$ cat config.mk
export PLATFORM = sky130hd
export DESIGN_NAME = heater_sensor_thermostat
export DESIGN_NICKNAME = d
export VERILOG_FILES = /design/src/design/hst_pkg.sv /design/src/design/hst_ctrl.sv /design/src/design/hst_datapath.sv /design/src/design/heater_sensor_thermostat.sv
export SDC_FILE = /design/constraint.sdc
export NUM_CORES = 2
export LEC_CHECK = 0
export BUFFER_PORTS_ARGS = -buffer_cell sky130_fd_sc_hd__buf_2
export CAP_MARGIN = 20
export CORE_MARGIN = 1.5
export CORE_UTILIZATION = 50
export DETAILED_ROUTE_END_ITERATION = 8
export GPL_ROUTABILITY_DRIVEN = 0
export MAX_ROUTING_LAYER = met4
export PLACE_DENSITY = 0.68
export RECOVER_POWER = 50
export SYNTH_ARGS = -nofsm -noshare
export SYNTH_HDL_FRONTEND = slang
export SYNTH_SLANG_ARGS = --single-unit
$ cat constraint.sdc
create_clock -name clk -period 8.91 [get_ports clk]
set_input_delay 1.782 -clock clk [delete_from_list [all_inputs] [get_ports clk]]
set_output_delay 1.782 -clock clk [all_outputs]
set_load 0.005 [all_outputs]
$ cat src/design/hst_pkg.sv
// Shared types, constants and width helpers for the heater sensor thermostat.
// Used by hst_ctrl, hst_datapath, the top level and the checker.
// No dependencies.
package hst_pkg;

    // Defaults for the top-level parameters
    localparam int FRAC_BITS_DEF = 16;
    localparam int MAX_STEPS_DEF = 205;

    // Field widths
    localparam int MV_W      = 13;
    localparam int TARGET_W  = 8;
    localparam int TEMP_W    = 10;
    localparam int HYST_W    = 6;
    localparam int OFFS_W    = 7;
    localparam int CFG_W     = 7;
    localparam int CFG_IDX_W = 1;

    // Configuration register indexes
    localparam logic [CFG_IDX_W-1:0] REG_HYSTERESIS  = 1'b0;
    localparam logic [CFG_IDX_W-1:0] REG_CORR_OFFSET = 1'b1;

    localparam logic [HYST_W-1:0]        HYST_RESET = 6'd3;
    localparam logic signed [OFFS_W-1:0] OFFS_RESET = 7'sd0;

    // Sensor conversion constants
    localparam int MV_LIMIT      = 5000;
    localparam int BASE_TEMP     = 50;
    localparam int VDIV_NUM      = 2550000;  // 2550 V*mV scale
    localparam int R_SERIES      = 510;
    localparam int RATIO_SCALE   = 10000;
    localparam int DIVISOR_SCALE = 7284992;  // 8 * 91.0624 scaled

    // One temperature step: u * 625 / 628 going up, u * 625 / 622 going down
    localparam int STEP_MUL      = 625;
    localparam int STEP_DIV_UP   = 628;
    localparam int STEP_DIV_DOWN = 622;

    // Datapath widths
    localparam int DIFF_W     = 22;  // 2550000 - 510*mv
    localparam int NUM_W      = 35;  // diff * 10000
    localparam int DIVR_W     = 36;  // mv * 7284992
    localparam int U_INT_W    = 12;  // integer bits of the ratio u
    localparam int STEP_MUL_W = 10;  // growth from the * 625
    localparam int DIGIT_W    = 4;   // radix-16 constant divider
    localparam int DREM_W     = 10;  // remainder below 628
    localparam int PART_W     = DREM_W + DIGIT_W;

    function automatic int dvd_width(input int frac);
        return NUM_W + frac;
    endfunction

    function automatic int u_width(input int frac);
        return U_INT_W + frac;
    endfunction

    function automatic int digit_count(input int frac);
        return (U_INT_W + frac + STEP_MUL_W + DIGIT_W - 1) / DIGIT_W;
    endfunction

    // Input and result words
    typedef struct packed {
        logic [MV_W-1:0]     sample_mv;
        logic [TARGET_W-1:0] target_temp;
        logic                heater_enabled;
    } sample_t;

    typedef struct packed {
        logic signed [TEMP_W-1:0] temperature;
        logic                     heat_on;
        logic                     sensor_error;
    } result_t;

    // Controller to datapath
    typedef struct packed {
        logic load;         // latch the input word
        logic prep_div;     // diff and divisor
        logic prep_num;     // dividend, clear remainder
        logic div_step;     // one restoring divide bit
        logic step_init;    // take u, pick direction, clear step count
        logic step_mul;     // x = u * 625
        logic dig_step;     // one radix-16 digit of x / D
        logic step_update;  // u = quotient, count the step
        logic finish;       // temperature, heater decision, result register
    } cmd_t;

    // Datapath to controller
    typedef struct packed {
        logic sensor_err;
        logic more;
    } status_t;

endpackage

$ cat src/design/hst_ctrl.sv
// Sequencer for the heater sensor thermostat: state machine, one counter
// and the result valid flag. Depends on hst_pkg for cmd_t and status_t.
module hst_ctrl #(
    parameter int FRAC_BITS = hst_pkg::FRAC_BITS_DEF
) (
    input  logic             clk,
    input  logic             rst_n,
    input  logic             sample_valid,
    output logic             sample_ready,
    output logic             result_valid,
    input  logic             result_ready,
    input  hst_pkg::status_t status,
    output hst_pkg::cmd_t    cmd
);

    localparam int DVD_W    = hst_pkg::dvd_width(FRAC_BITS);
    localparam int N_DIGITS = hst_pkg::digit_count(FRAC_BITS);
    localparam int CNT_W    = $clog2(DVD_W);

    localparam logic [3:0] ST_IDLE = 4'd0;
    localparam logic [3:0] ST_PREP1 = 4'd1;
    localparam logic [3:0] ST_PREP2 = 4'd2;
    localparam logic [3:0] ST_DIV  = 4'd3;
    localparam logic [3:0] ST_INIT = 4'd4;
    localparam logic [3:0] ST_MUL  = 4'd5;
    localparam logic [3:0] ST_DIG  = 4'd6;
    localparam logic [3:0] ST_UPD  = 4'd7;
    localparam logic [3:0] ST_TEST = 4'd8;
    localparam logic [3:0] ST_FIN  = 4'd9;

    logic [3:0]       state_reg, state_next;
    logic [CNT_W-1:0] cnt_reg, cnt_next;
    logic             out_valid_reg, out_valid_next;

    assign sample_ready = (state_reg == ST_IDLE);
    assign result_valid = out_valid_reg;

    // Next state and commands
    always_comb
    begin
        state_next     = state_reg;
        cnt_next       = cnt_reg;
        out_valid_next = out_valid_reg;
        cmd            = '0;

        if (out_valid_reg && result_ready)
        begin
            out_valid_next = 1'b0;
        end

        case (state_reg)
            ST_IDLE:
            begin
                if (sample_valid)
                begin
                    cmd.load   = 1'b1;
                    state_next = ST_PREP1;
                end
            end
            ST_PREP1:
            begin
                if (status.sensor_err)
                begin
                    state_next = ST_FIN;
                end
                else
                begin
                    cmd.prep_div = 1'b1;
                    state_next   = ST_PREP2;
                end
            end
            ST_PREP2:
            begin
                cmd.prep_num = 1'b1;
                cnt_next     = '0;
                state_next   = ST_DIV;
            end
            ST_DIV:
            begin
                cmd.div_step = 1'b1;
                cnt_next     = cnt_reg + 1'b1;
                if (cnt_reg == CNT_W'(DVD_W - 1))
                begin
                    state_next = ST_INIT;
                end
            end
            ST_INIT:
            begin
                cmd.step_init = 1'b1;
                state_next    = ST_MUL;
            end
            ST_MUL:
            begin
                cmd.step_mul = 1'b1;
                cnt_next     = '0;
                state_next   = ST_DIG;
            end
            ST_DIG:
            begin
                cmd.dig_step = 1'b1;
                cnt_next     = cnt_reg + 1'b1;
                if (cnt_reg == CNT_W'(N_DIGITS - 1))
                begin
                    state_next = ST_UPD;
                end
            end
            ST_UPD:
            begin
                cmd.step_update = 1'b1;
                state_next      = ST_TEST;
            end
            ST_TEST:
            begin
                state_next = status.more ? ST_MUL : ST_FIN;
            end
            ST_FIN:
            begin
                // result register free or being emptied this cycle
                if (!out_valid_reg || result_ready)
                begin
                    cmd.finish     = 1'b1;
                    out_valid_next = 1'b1;
                    state_next     = ST_IDLE;
                end
            end
            default:
            begin
                state_next = ST_IDLE;
            end
        endcase
    end

    always_ff @(posedge clk or negedge rst_n)
    begin
        if (!rst_n)
        begin
            state_reg     <= ST_IDLE;
            cnt_reg       <= '0;
            out_valid_reg <= 1'b0;
        end
        else
        begin
            state_reg     <= state_next;
            cnt_reg       <= cnt_next;
            out_valid_reg <= out_valid_next;
        end
    end

endmodule

$ cat src/design/hst_datapath.sv
// Datapath of the heater sensor thermostat: restoring divider for the
// resistance ratio, radix-16 constant divider for the temperature steps,
// configuration registers, heater state and result register. Uses hst_pkg.
module hst_datapath #(
    parameter int FRAC_BITS = hst_pkg::FRAC_BITS_DEF,
    parameter int MAX_STEPS = hst_pkg::MAX_STEPS_DEF
) (
    input  logic                            clk,
    input  logic                            rst_n,
    input  hst_pkg::sample_t                sample,
    output hst_pkg::result_t                result,
    input  logic                            cfg_write,
    input  logic [hst_pkg::CFG_IDX_W-1:0]   cfg_index,
    input  logic [hst_pkg::CFG_W-1:0]       cfg_data,
    input  hst_pkg::cmd_t                   cmd,
    output hst_pkg::status_t                status
);

    localparam int DVD_W  = hst_pkg::dvd_width(FRAC_BITS);
    localparam int U_W    = hst_pkg::u_width(FRAC_BITS);
    localparam int X_W    = hst_pkg::digit_count(FRAC_BITS) * hst_pkg::DIGIT_W;
    localparam int STEP_W = $clog2(MAX_STEPS + 1);
    localparam int DOWN_CAP = (MAX_STEPS < hst_pkg::BASE_TEMP) ? MAX_STEPS
                                                                : hst_pkg::BASE_TEMP;
    localparam int TW     = hst_pkg::TEMP_W;
    localparam int PW     = hst_pkg::PART_W;
    localparam int DW     = hst_pkg::DIGIT_W;

    localparam logic [U_W-1:0] U_ONE = U_W'(1) << FRAC_BITS;

    // Input word
    logic [hst_pkg::MV_W-1:0]     mv_reg;
    logic [hst_pkg::TARGET_W-1:0] target_reg;
    logic                         en_reg;

    // Ratio divider
    logic [hst_pkg::DIFF_W-1:0] diff_reg, diff_next;
    logic [hst_pkg::DIVR_W-1:0] divr_reg, divr_next;
    logic [hst_pkg::DIVR_W-1:0] rem_reg, rem_next;
    logic [DVD_W-1:0]           dvd_reg, dvd_next;

    // Step loop
    logic [U_W-1:0]           u_reg, u_next;
    logic                     up_reg, up_next;
    logic [STEP_W-1:0]        steps_reg, steps_next;
    logic [X_W-1:0]           x_reg, x_next;
    logic [hst_pkg::DREM_W-1:0] drem_reg, drem_next;
    logic [U_W-1:0]           q_reg, q_next;

    // Configuration and heater state
    logic [hst_pkg::HYST_W-1:0]        hyst_reg;
    logic signed [hst_pkg::OFFS_W-1:0] offs_reg;
    logic                              heater_reg, heater_next;
    hst_pkg::result_t                  result_reg, result_next;

    logic                       err;
    logic [hst_pkg::NUM_W-1:0]  num;
    logic [hst_pkg::DIVR_W:0]   trial;
    logic [hst_pkg::DIVR_W:0]   trial_diff;
    logic [PW-1:0]              part;
    logic [PW-1:0]              dconst;
    logic [DW-1:0]              digit;
    logic signed [TW-1:0]       temp_base;
    logic signed [TW-1:0]       temp_corr;
    logic signed [TW-1:0]       target_s;
    logic signed [TW-1:0]       on_thresh;

    assign err = (mv_reg == '0) || (mv_reg >= hst_pkg::MV_W'(hst_pkg::MV_LIMIT));

    assign status.sensor_err = err;
    assign status.more = up_reg
        ? ((u_reg > U_ONE) && (steps_reg < STEP_W'(MAX_STEPS)))
        : ((u_reg < U_ONE) && (steps_reg < STEP_W'(DOWN_CAP)));

    assign result = result_reg;

    // Restoring divide: one quotient bit per cycle
    always_comb
    begin
        num        = hst_pkg::NUM_W'(diff_reg) * hst_pkg::NUM_W'(hst_pkg::RATIO_SCALE);
        trial      = {rem_reg, dvd_reg[DVD_W-1]};
        trial_diff = trial - {1'b0, divr_reg};

        diff_next = diff_reg;
        divr_next = divr_reg;
        rem_next  = rem_reg;
        dvd_next  = dvd_reg;

        if (cmd.prep_div)
        begin
            diff_next = hst_pkg::DIFF_W'(hst_pkg::VDIV_NUM)
                      - hst_pkg::DIFF_W'(mv_reg) * hst_pkg::DIFF_W'(hst_pkg::R_SERIES);
            divr_next = hst_pkg::DIVR_W'(mv_reg)
                      * hst_pkg::DIVR_W'(hst_pkg::DIVISOR_SCALE);
        end
        if (cmd.prep_num)
        begin
            dvd_next = DVD_W'(num) << FRAC_BITS;
            rem_next = '0;
        end
        if (cmd.div_step)
        begin
            if (!trial_diff[hst_pkg::DIVR_W])
            begin
                rem_next = trial_diff[hst_pkg::DIVR_W-1:0];
                dvd_next = {dvd_reg[DVD_W-2:0], 1'b1};
            end
            else
            begin
                rem_next = trial[hst_pkg::DIVR_W-1:0];
                dvd_next = {dvd_reg[DVD_W-2:0], 1'b0};
            end
        end
    end

    // Step loop: x = u * 625, then x / 628 (or 622) one hex digit a cycle
    always_comb
    begin
        dconst = up_reg ? PW'(hst_pkg::STEP_DIV_UP) : PW'(hst_pkg::STEP_DIV_DOWN);
        part   = {drem_reg, x_reg[X_W-1 -: DW]};
        digit  = '0;
        for (int k = 1; k < (1 << DW); k++)
        begin
            if (part >= (up_reg ? PW'(k * hst_pkg::STEP_DIV_UP)
                                : PW'(k * hst_pkg::STEP_DIV_DOWN)))
            begin
                digit = DW'(k);
            end
        end

        u_next     = u_reg;
        up_next    = up_reg;
        steps_next = steps_reg;
        x_next     = x_reg;
        drem_next  = drem_reg;
        q_next     = q_reg;

        if (cmd.step_init)
        begin
            u_next     = dvd_reg[U_W-1:0];
            up_next    = (dvd_reg[U_W-1:0] > U_ONE);
            steps_next = '0;
        end
        if (cmd.step_mul)
        begin
            x_next    = X_W'(u_reg) * X_W'(hst_pkg::STEP_MUL);
            drem_next = '0;
            q_next    = '0;
        end
        if (cmd.dig_step)
        begin
            x_next    = x_reg << DW;
            drem_next = hst_pkg::DREM_W'(part - PW'(digit) * dconst);
            q_next    = {q_reg[U_W-DW-1:0], digit};
        end
        if (cmd.step_update)
        begin
            u_next     = q_reg;
            steps_next = steps_reg + 1'b1;
        end
    end

    // Temperature and hysteresis switch
    always_comb
    begin
        temp_base = up_reg ? (TW'(hst_pkg::BASE_TEMP) + TW'(steps_reg))
                           : (TW'(hst_pkg::BASE_TEMP) - TW'(steps_reg));
        temp_corr = temp_base - TW'(offs_reg);
        target_s  = signed'(TW'(target_reg));
        on_thresh = target_s - signed'(TW'(hyst_reg));

        heater_next = heater_reg;
        result_next = result_reg;

        if (cmd.finish)
        begin
            if (err || !en_reg || (temp_corr >= target_s))
            begin
                heater_next = 1'b0;
            end
            else if (temp_corr <= on_thresh)
            begin
                heater_next = 1'b1;
            end
            result_next.temperature  = err ? '0 : temp_corr;
            result_next.heat_on      = heater_next;
            result_next.sensor_error = err;
        end
    end

    // Payload registers
    always_ff @(posedge clk)
    begin
        if (cmd.load)
        begin
            mv_reg     <= sample.sample_mv;
            target_reg <= sample.target_temp;
            en_reg     <= sample.heater_enabled;
        end
        diff_reg   <= diff_next;
        divr_reg   <= divr_next;
        rem_reg    <= rem_next;
        dvd_reg    <= dvd_next;
        u_reg      <= u_next;
        up_reg     <= up_next;
        steps_reg  <= steps_next;
        x_reg      <= x_next;
        drem_reg   <= drem_next;
        q_reg      <= q_next;
        result_reg <= result_next;
    end

    // Configuration registers and heater state
    always_ff @(posedge clk or negedge rst_n)
    begin
        if (!rst_n)
        begin
            hyst_reg   <= hst_pkg::HYST_RESET;
            offs_reg   <= hst_pkg::OFFS_RESET;
            heater_reg <= 1'b0;
        end
        else
        begin
            heater_reg <= heater_next;
            if (cfg_write)
            begin
                case (cfg_index)
                    hst_pkg::REG_HYSTERESIS:  hyst_reg <= cfg_data[hst_pkg::HYST_W-1:0];
                    hst_pkg::REG_CORR_OFFSET: offs_reg <= signed'(cfg_data);
                    default: ;
                endcase
            end
        end
    end

endmodule

$ cat src/design/heater_sensor_thermostat.sv
// Heater sensor thermostat: voltage-to-temperature conversion and a
// hysteresis heater switch. Top level; uses hst_pkg, hst_ctrl, hst_datapath.
//
// Usage:
//   sample channel (sample_valid/sample_ready, sample): one word per sensor
//   reading: voltage in mV, target temperature, enable flag.
//   result channel (result_valid/result_ready, result): one word per sample:
//   corrected temperature, heater drive, sensor error flag.
//   cfg_write/cfg_index/cfg_data: register 0 hysteresis, 1 correction offset;
//   write only while no sample is in flight.
// Flow: one sample at a time. A faulty sample (0 mV or >= 5000 mV) skips
//   the divide and the step loop and goes straight to the result. Otherwise
//   the ratio divide runs one bit per cycle, then the temperature is
//   stepped (1 to MAX_STEPS steps; at most 50 down), each step a multiply
//   by 625 and a radix-16 divide of (22 + FRAC_BITS) / 4 digits, rounded up.
// Reset: heater off, hysteresis 3, offset 0, no result pending.
// Stall: the result register holds its word while result_ready is low; the
//   next sample is still taken and computed, then waits for the register.
module heater_sensor_thermostat #(
    parameter int FRAC_BITS = hst_pkg::FRAC_BITS_DEF,
    parameter int MAX_STEPS = hst_pkg::MAX_STEPS_DEF
) (
    input  logic                          clk,
    input  logic                          rst_n,
    input  logic                          sample_valid,
    output logic                          sample_ready,
    input  hst_pkg::sample_t              sample,
    output logic                          result_valid,
    input  logic                          result_ready,
    output hst_pkg::result_t              result,
    input  logic                          cfg_write,
    input  logic [hst_pkg::CFG_IDX_W-1:0] cfg_index,
    input  logic [hst_pkg::CFG_W-1:0]     cfg_data
);

    hst_pkg::cmd_t    cmd;
    hst_pkg::status_t status;

    hst_ctrl #(
        .FRAC_BITS (FRAC_BITS)
    ) u_ctrl (
        .clk          (clk),
        .rst_n        (rst_n),
        .sample_valid (sample_valid),
        .sample_ready (sample_ready),
        .result_valid (result_valid),
        .result_ready (result_ready),
        .status       (status),
        .cmd          (cmd)
    );

    hst_datapath #(
        .FRAC_BITS (FRAC_BITS),
        .MAX_STEPS (MAX_STEPS)
    ) u_datapath (
        .clk       (clk),
        .rst_n     (rst_n),
        .sample    (sample),
        .result    (result),
        .cfg_write (cfg_write),
        .cfg_index (cfg_index),
        .cfg_data  (cfg_data),
        .cmd       (cmd),
        .status    (status)
    );

endmodule

==> flow_metrics.env <==
export IMPL_coreArea_mm2=0.0617
export IMPL_finalCriticalPeriod_ns=6.93
export IMPL_grt_pass1_wl_um=110000
export IMPL_rsz0062_at_grt="no"
export IMPL_grt_max_degree=75
export IMPL_ys_flop_type="edfxtp_1"
export IMPL_grtUsageTotal_pct=21.6
export IMPL_synthToLayoutAreaGrowth_pct=7.69
export IMPL_hold_ws_ns=0.457
export IMPL_finClkSkew_ns=0.0340
export IMPL_path_cells="inv_2 -> ha_1 -> nor3b_1 -> o21ai_1 -> a31oi_1 -> o21ai_0 -> a2111oi_0 -> nor3_1 -> o21a_1 -> nor2_1 -> fa_1 -> fa_1 -> inv_1 -> fa_1 -> ha_1 -> o21ai_0 -> a21boi_0 -> o21ai_0 -> a21oi_1 -> xnor2_1 -> xnor2_1 -> nor2_1"
export IMPL_largest_reg_flops=51
export IMPL_syn_area_mm2=0.0312
export IMPL_cts_tree="yes"
export IMPL_drv_slew=289
export IMPL_synth_top_cell_area_share_pct=26.9
export IMPL_fin_crit_sh_pct=77.8
export IMPL_hpwl_um=50500
export IMPL_synth_seq_cells=309
export IMPL_max_stage_delay_ns=0.84
export IMPL_synth_edff_count=280
export IMPL_max_cap_violations=6
export IMPL_final_util_pct=54.5
export IMPL_path_clk_slew_ns=0.06
export IMPL_antennaDiodeCount=0
export IMPL_synthTopCellsByCount="inv_1, ha_1, edfxtp_1"
export IMPL_die_x_um=253
export IMPL_slew_headroom_pct=-156
export IMPL_crit_family="adder cells"
export IMPL_start_kind="flop"
export IMPL_setup_viol=0
export IMPL_ys_types=97
export IMPL_drive_gt1_share_pct=5.77
export IMPL_viasPerCell=5.38
export IMPL_antenna_found_initial=0
export IMPL_hold_class="flop to flop"
export IMPL_drc=0
export IMPL_cts_repair_resized=0
export IMPL_die_h_um=253
export IMPL_synth_nets=3852
export IMPL_clock_fmax_mhz=144
export IMPL_initialDrtViolationCount=1407
export IMPL_yosysMostFrequentCell="inv_1"
export IMPL_root_buffer="clkbuf_16"
export IMPL_hold_viol=0
export IMPL_clk_latency_ns=0.58
export IMPL_critPathBufInv=2
export IMPL_cts_buffers=39
export IMPL_syn_area_per_cell_um2=10.0
export IMPL_ant_nets=0
export IMPL_postCtsSetupBuffers=0
export IMPL_overflow=0
export IMPL_wl_per_cell_um=16.0
export IMPL_yosys_top_cells_area="edfxtp_1, ha_1, fa_1"
export IMPL_drt_pass1_iterations=6
export IMPL_ys_seq_area_share_pct=29.2
export IMPL_worst_setup_path_type="flop to flop"
export IMPL_boundaryPins=49
export IMPL_required_ns=9.20
export IMPL_first_global_vias=22700
export IMPL_slowest_stage="edfxtp_1"
export IMPL_ys_warnings_count=0
export IMPL_num_vias=21700
export IMPL_cp_end_kind="flop"
export IMPL_setup_tns_final_ns=0
export IMPL_cts_hold_fix_buffers=0
export IMPL_die_area_mm2=0.0640
export IMPL_numPortBuffers=48
export IMPL_yosysTopAreaCell="edfxtp_1"
export IMPL_tightest_slew_ns=3.84
export IMPL_h_tree_depth=2
export IMPL_async_flop_share_pct=8.09
export IMPL_std_cell_rows=91
export IMPL_outcome="finished, violations left"
export IMPL_finalNetCount=3892
export IMPL_arrival_ns=7.22
export IMPL_cts_sinks=309
export IMPL_clk_path_buf_depth=3
export IMPL_synthCells=3119
export IMPL_start_util_pct=50.6
export IMPL_violations="capacitance limit, slew limit"
export IMPL_totalWireLength_um=64200
export IMPL_worstPathMaxFanout=20
[worst paths after layout]
| path | from | end | slack (ns) | cells past startpoint |
|---|---|---|---|---|
| hold / removal | u_datapath.x_reg[2] | u_datapath.x_reg[2] | 0.46 | 2 |
| setup reg to reg | u_datapath.up_reg | u_datapath.drem_reg[9] | 1.98 | 22 |
| min in group asynchronous | rst_n | u_ctrl.result_valid | 1.51 | 1 |
| max in group asynchronous | rst_n | u_datapath.hyst_reg[2] | 6.56 | 1 |
| setup / recovery | u_datapath.up_reg | u_datapath.drem_reg[9] | 1.98 | 22 |
| hold reg to reg | u_datapath.x_reg[2] | u_datapath.x_reg[2] | 0.46 | 2 |
[layout by cell type, fill, tap and decap left out, types with 57 or more instances in the layout]
master,instances
a21o_1,58
a21oi_1,124
edfxtp_1,280
fa_1,250
ha_1,448
inv_1,650
nand2_1,156
nor2_1,170
o21ai_0,137
xnor2_1,99
xor2_1,57
[worst reg2reg max path, cell delays in order (launching register included)]
cell and delay, ns:
edfxtp_1 0.84, inv_2 0.38, ha_1 0.45, nor3b_1 0.33, o21ai_1 0.11, a31oi_1 0.19, o21ai_0 0.09, a2111oi_0 0.65
nor3_1 0.15, o21a_1 0.24, nor2_1 0.20, fa_1 0.50, fa_1 0.57, inv_1 0.06, fa_1 0.46, ha_1 0.35
o21ai_0 0.12, a21boi_0 0.14, o21ai_0 0.28, a21oi_1 0.14, xnor2_1 0.21, xnor2_1 0.14, nor2_1 0.05
[metal layers]
layer / GRT usage, % / vias up / part of all wire, %
li1: - / 10500 / -
met1: 27.0 / 10500 / 44
met2: 36.3 / 471 / 49
met3: 2.96 / 124 / 3.7
met4: 6.31 / 0 / 2.6
met5: - / - / 0
[through the flow]
stage	area (um^2)	setup slack [ns]	cells
after floorplan	31200	1.97	3119
final	33600	1.98	4027
after global placement	32300	2.38	3953
after global routing	33600	1.40	4027
after detailed placement	32300	2.13	3953
after CTS	33700	2.06	4025
[cell type report]
type                       count  area, um^2
clock buffer                  54        1160
clock inverter                18         179
fill                        5447       28100
inverter                     652        2450
multi-input combinational   2097       19400
sequential                   309        9120
tap                          837        1050
timing repair buffer          60         294
[kinds of logic after synthesis]
logic type	share of synthesized area [%]
AO/OA/AOI/OAI	11.1
AND/OR/NAND/NOR	10.3
flip-flops	29.2
buffers and inverters	8.78
multiplexers	2.30
XOR/XNOR	4.37
adder cells (fa/ha/maj)	34.0
Power is left out: the tool's default activity adds up to more than one toggle a clock period on the data nets, which glitch-free logic cannot reach.
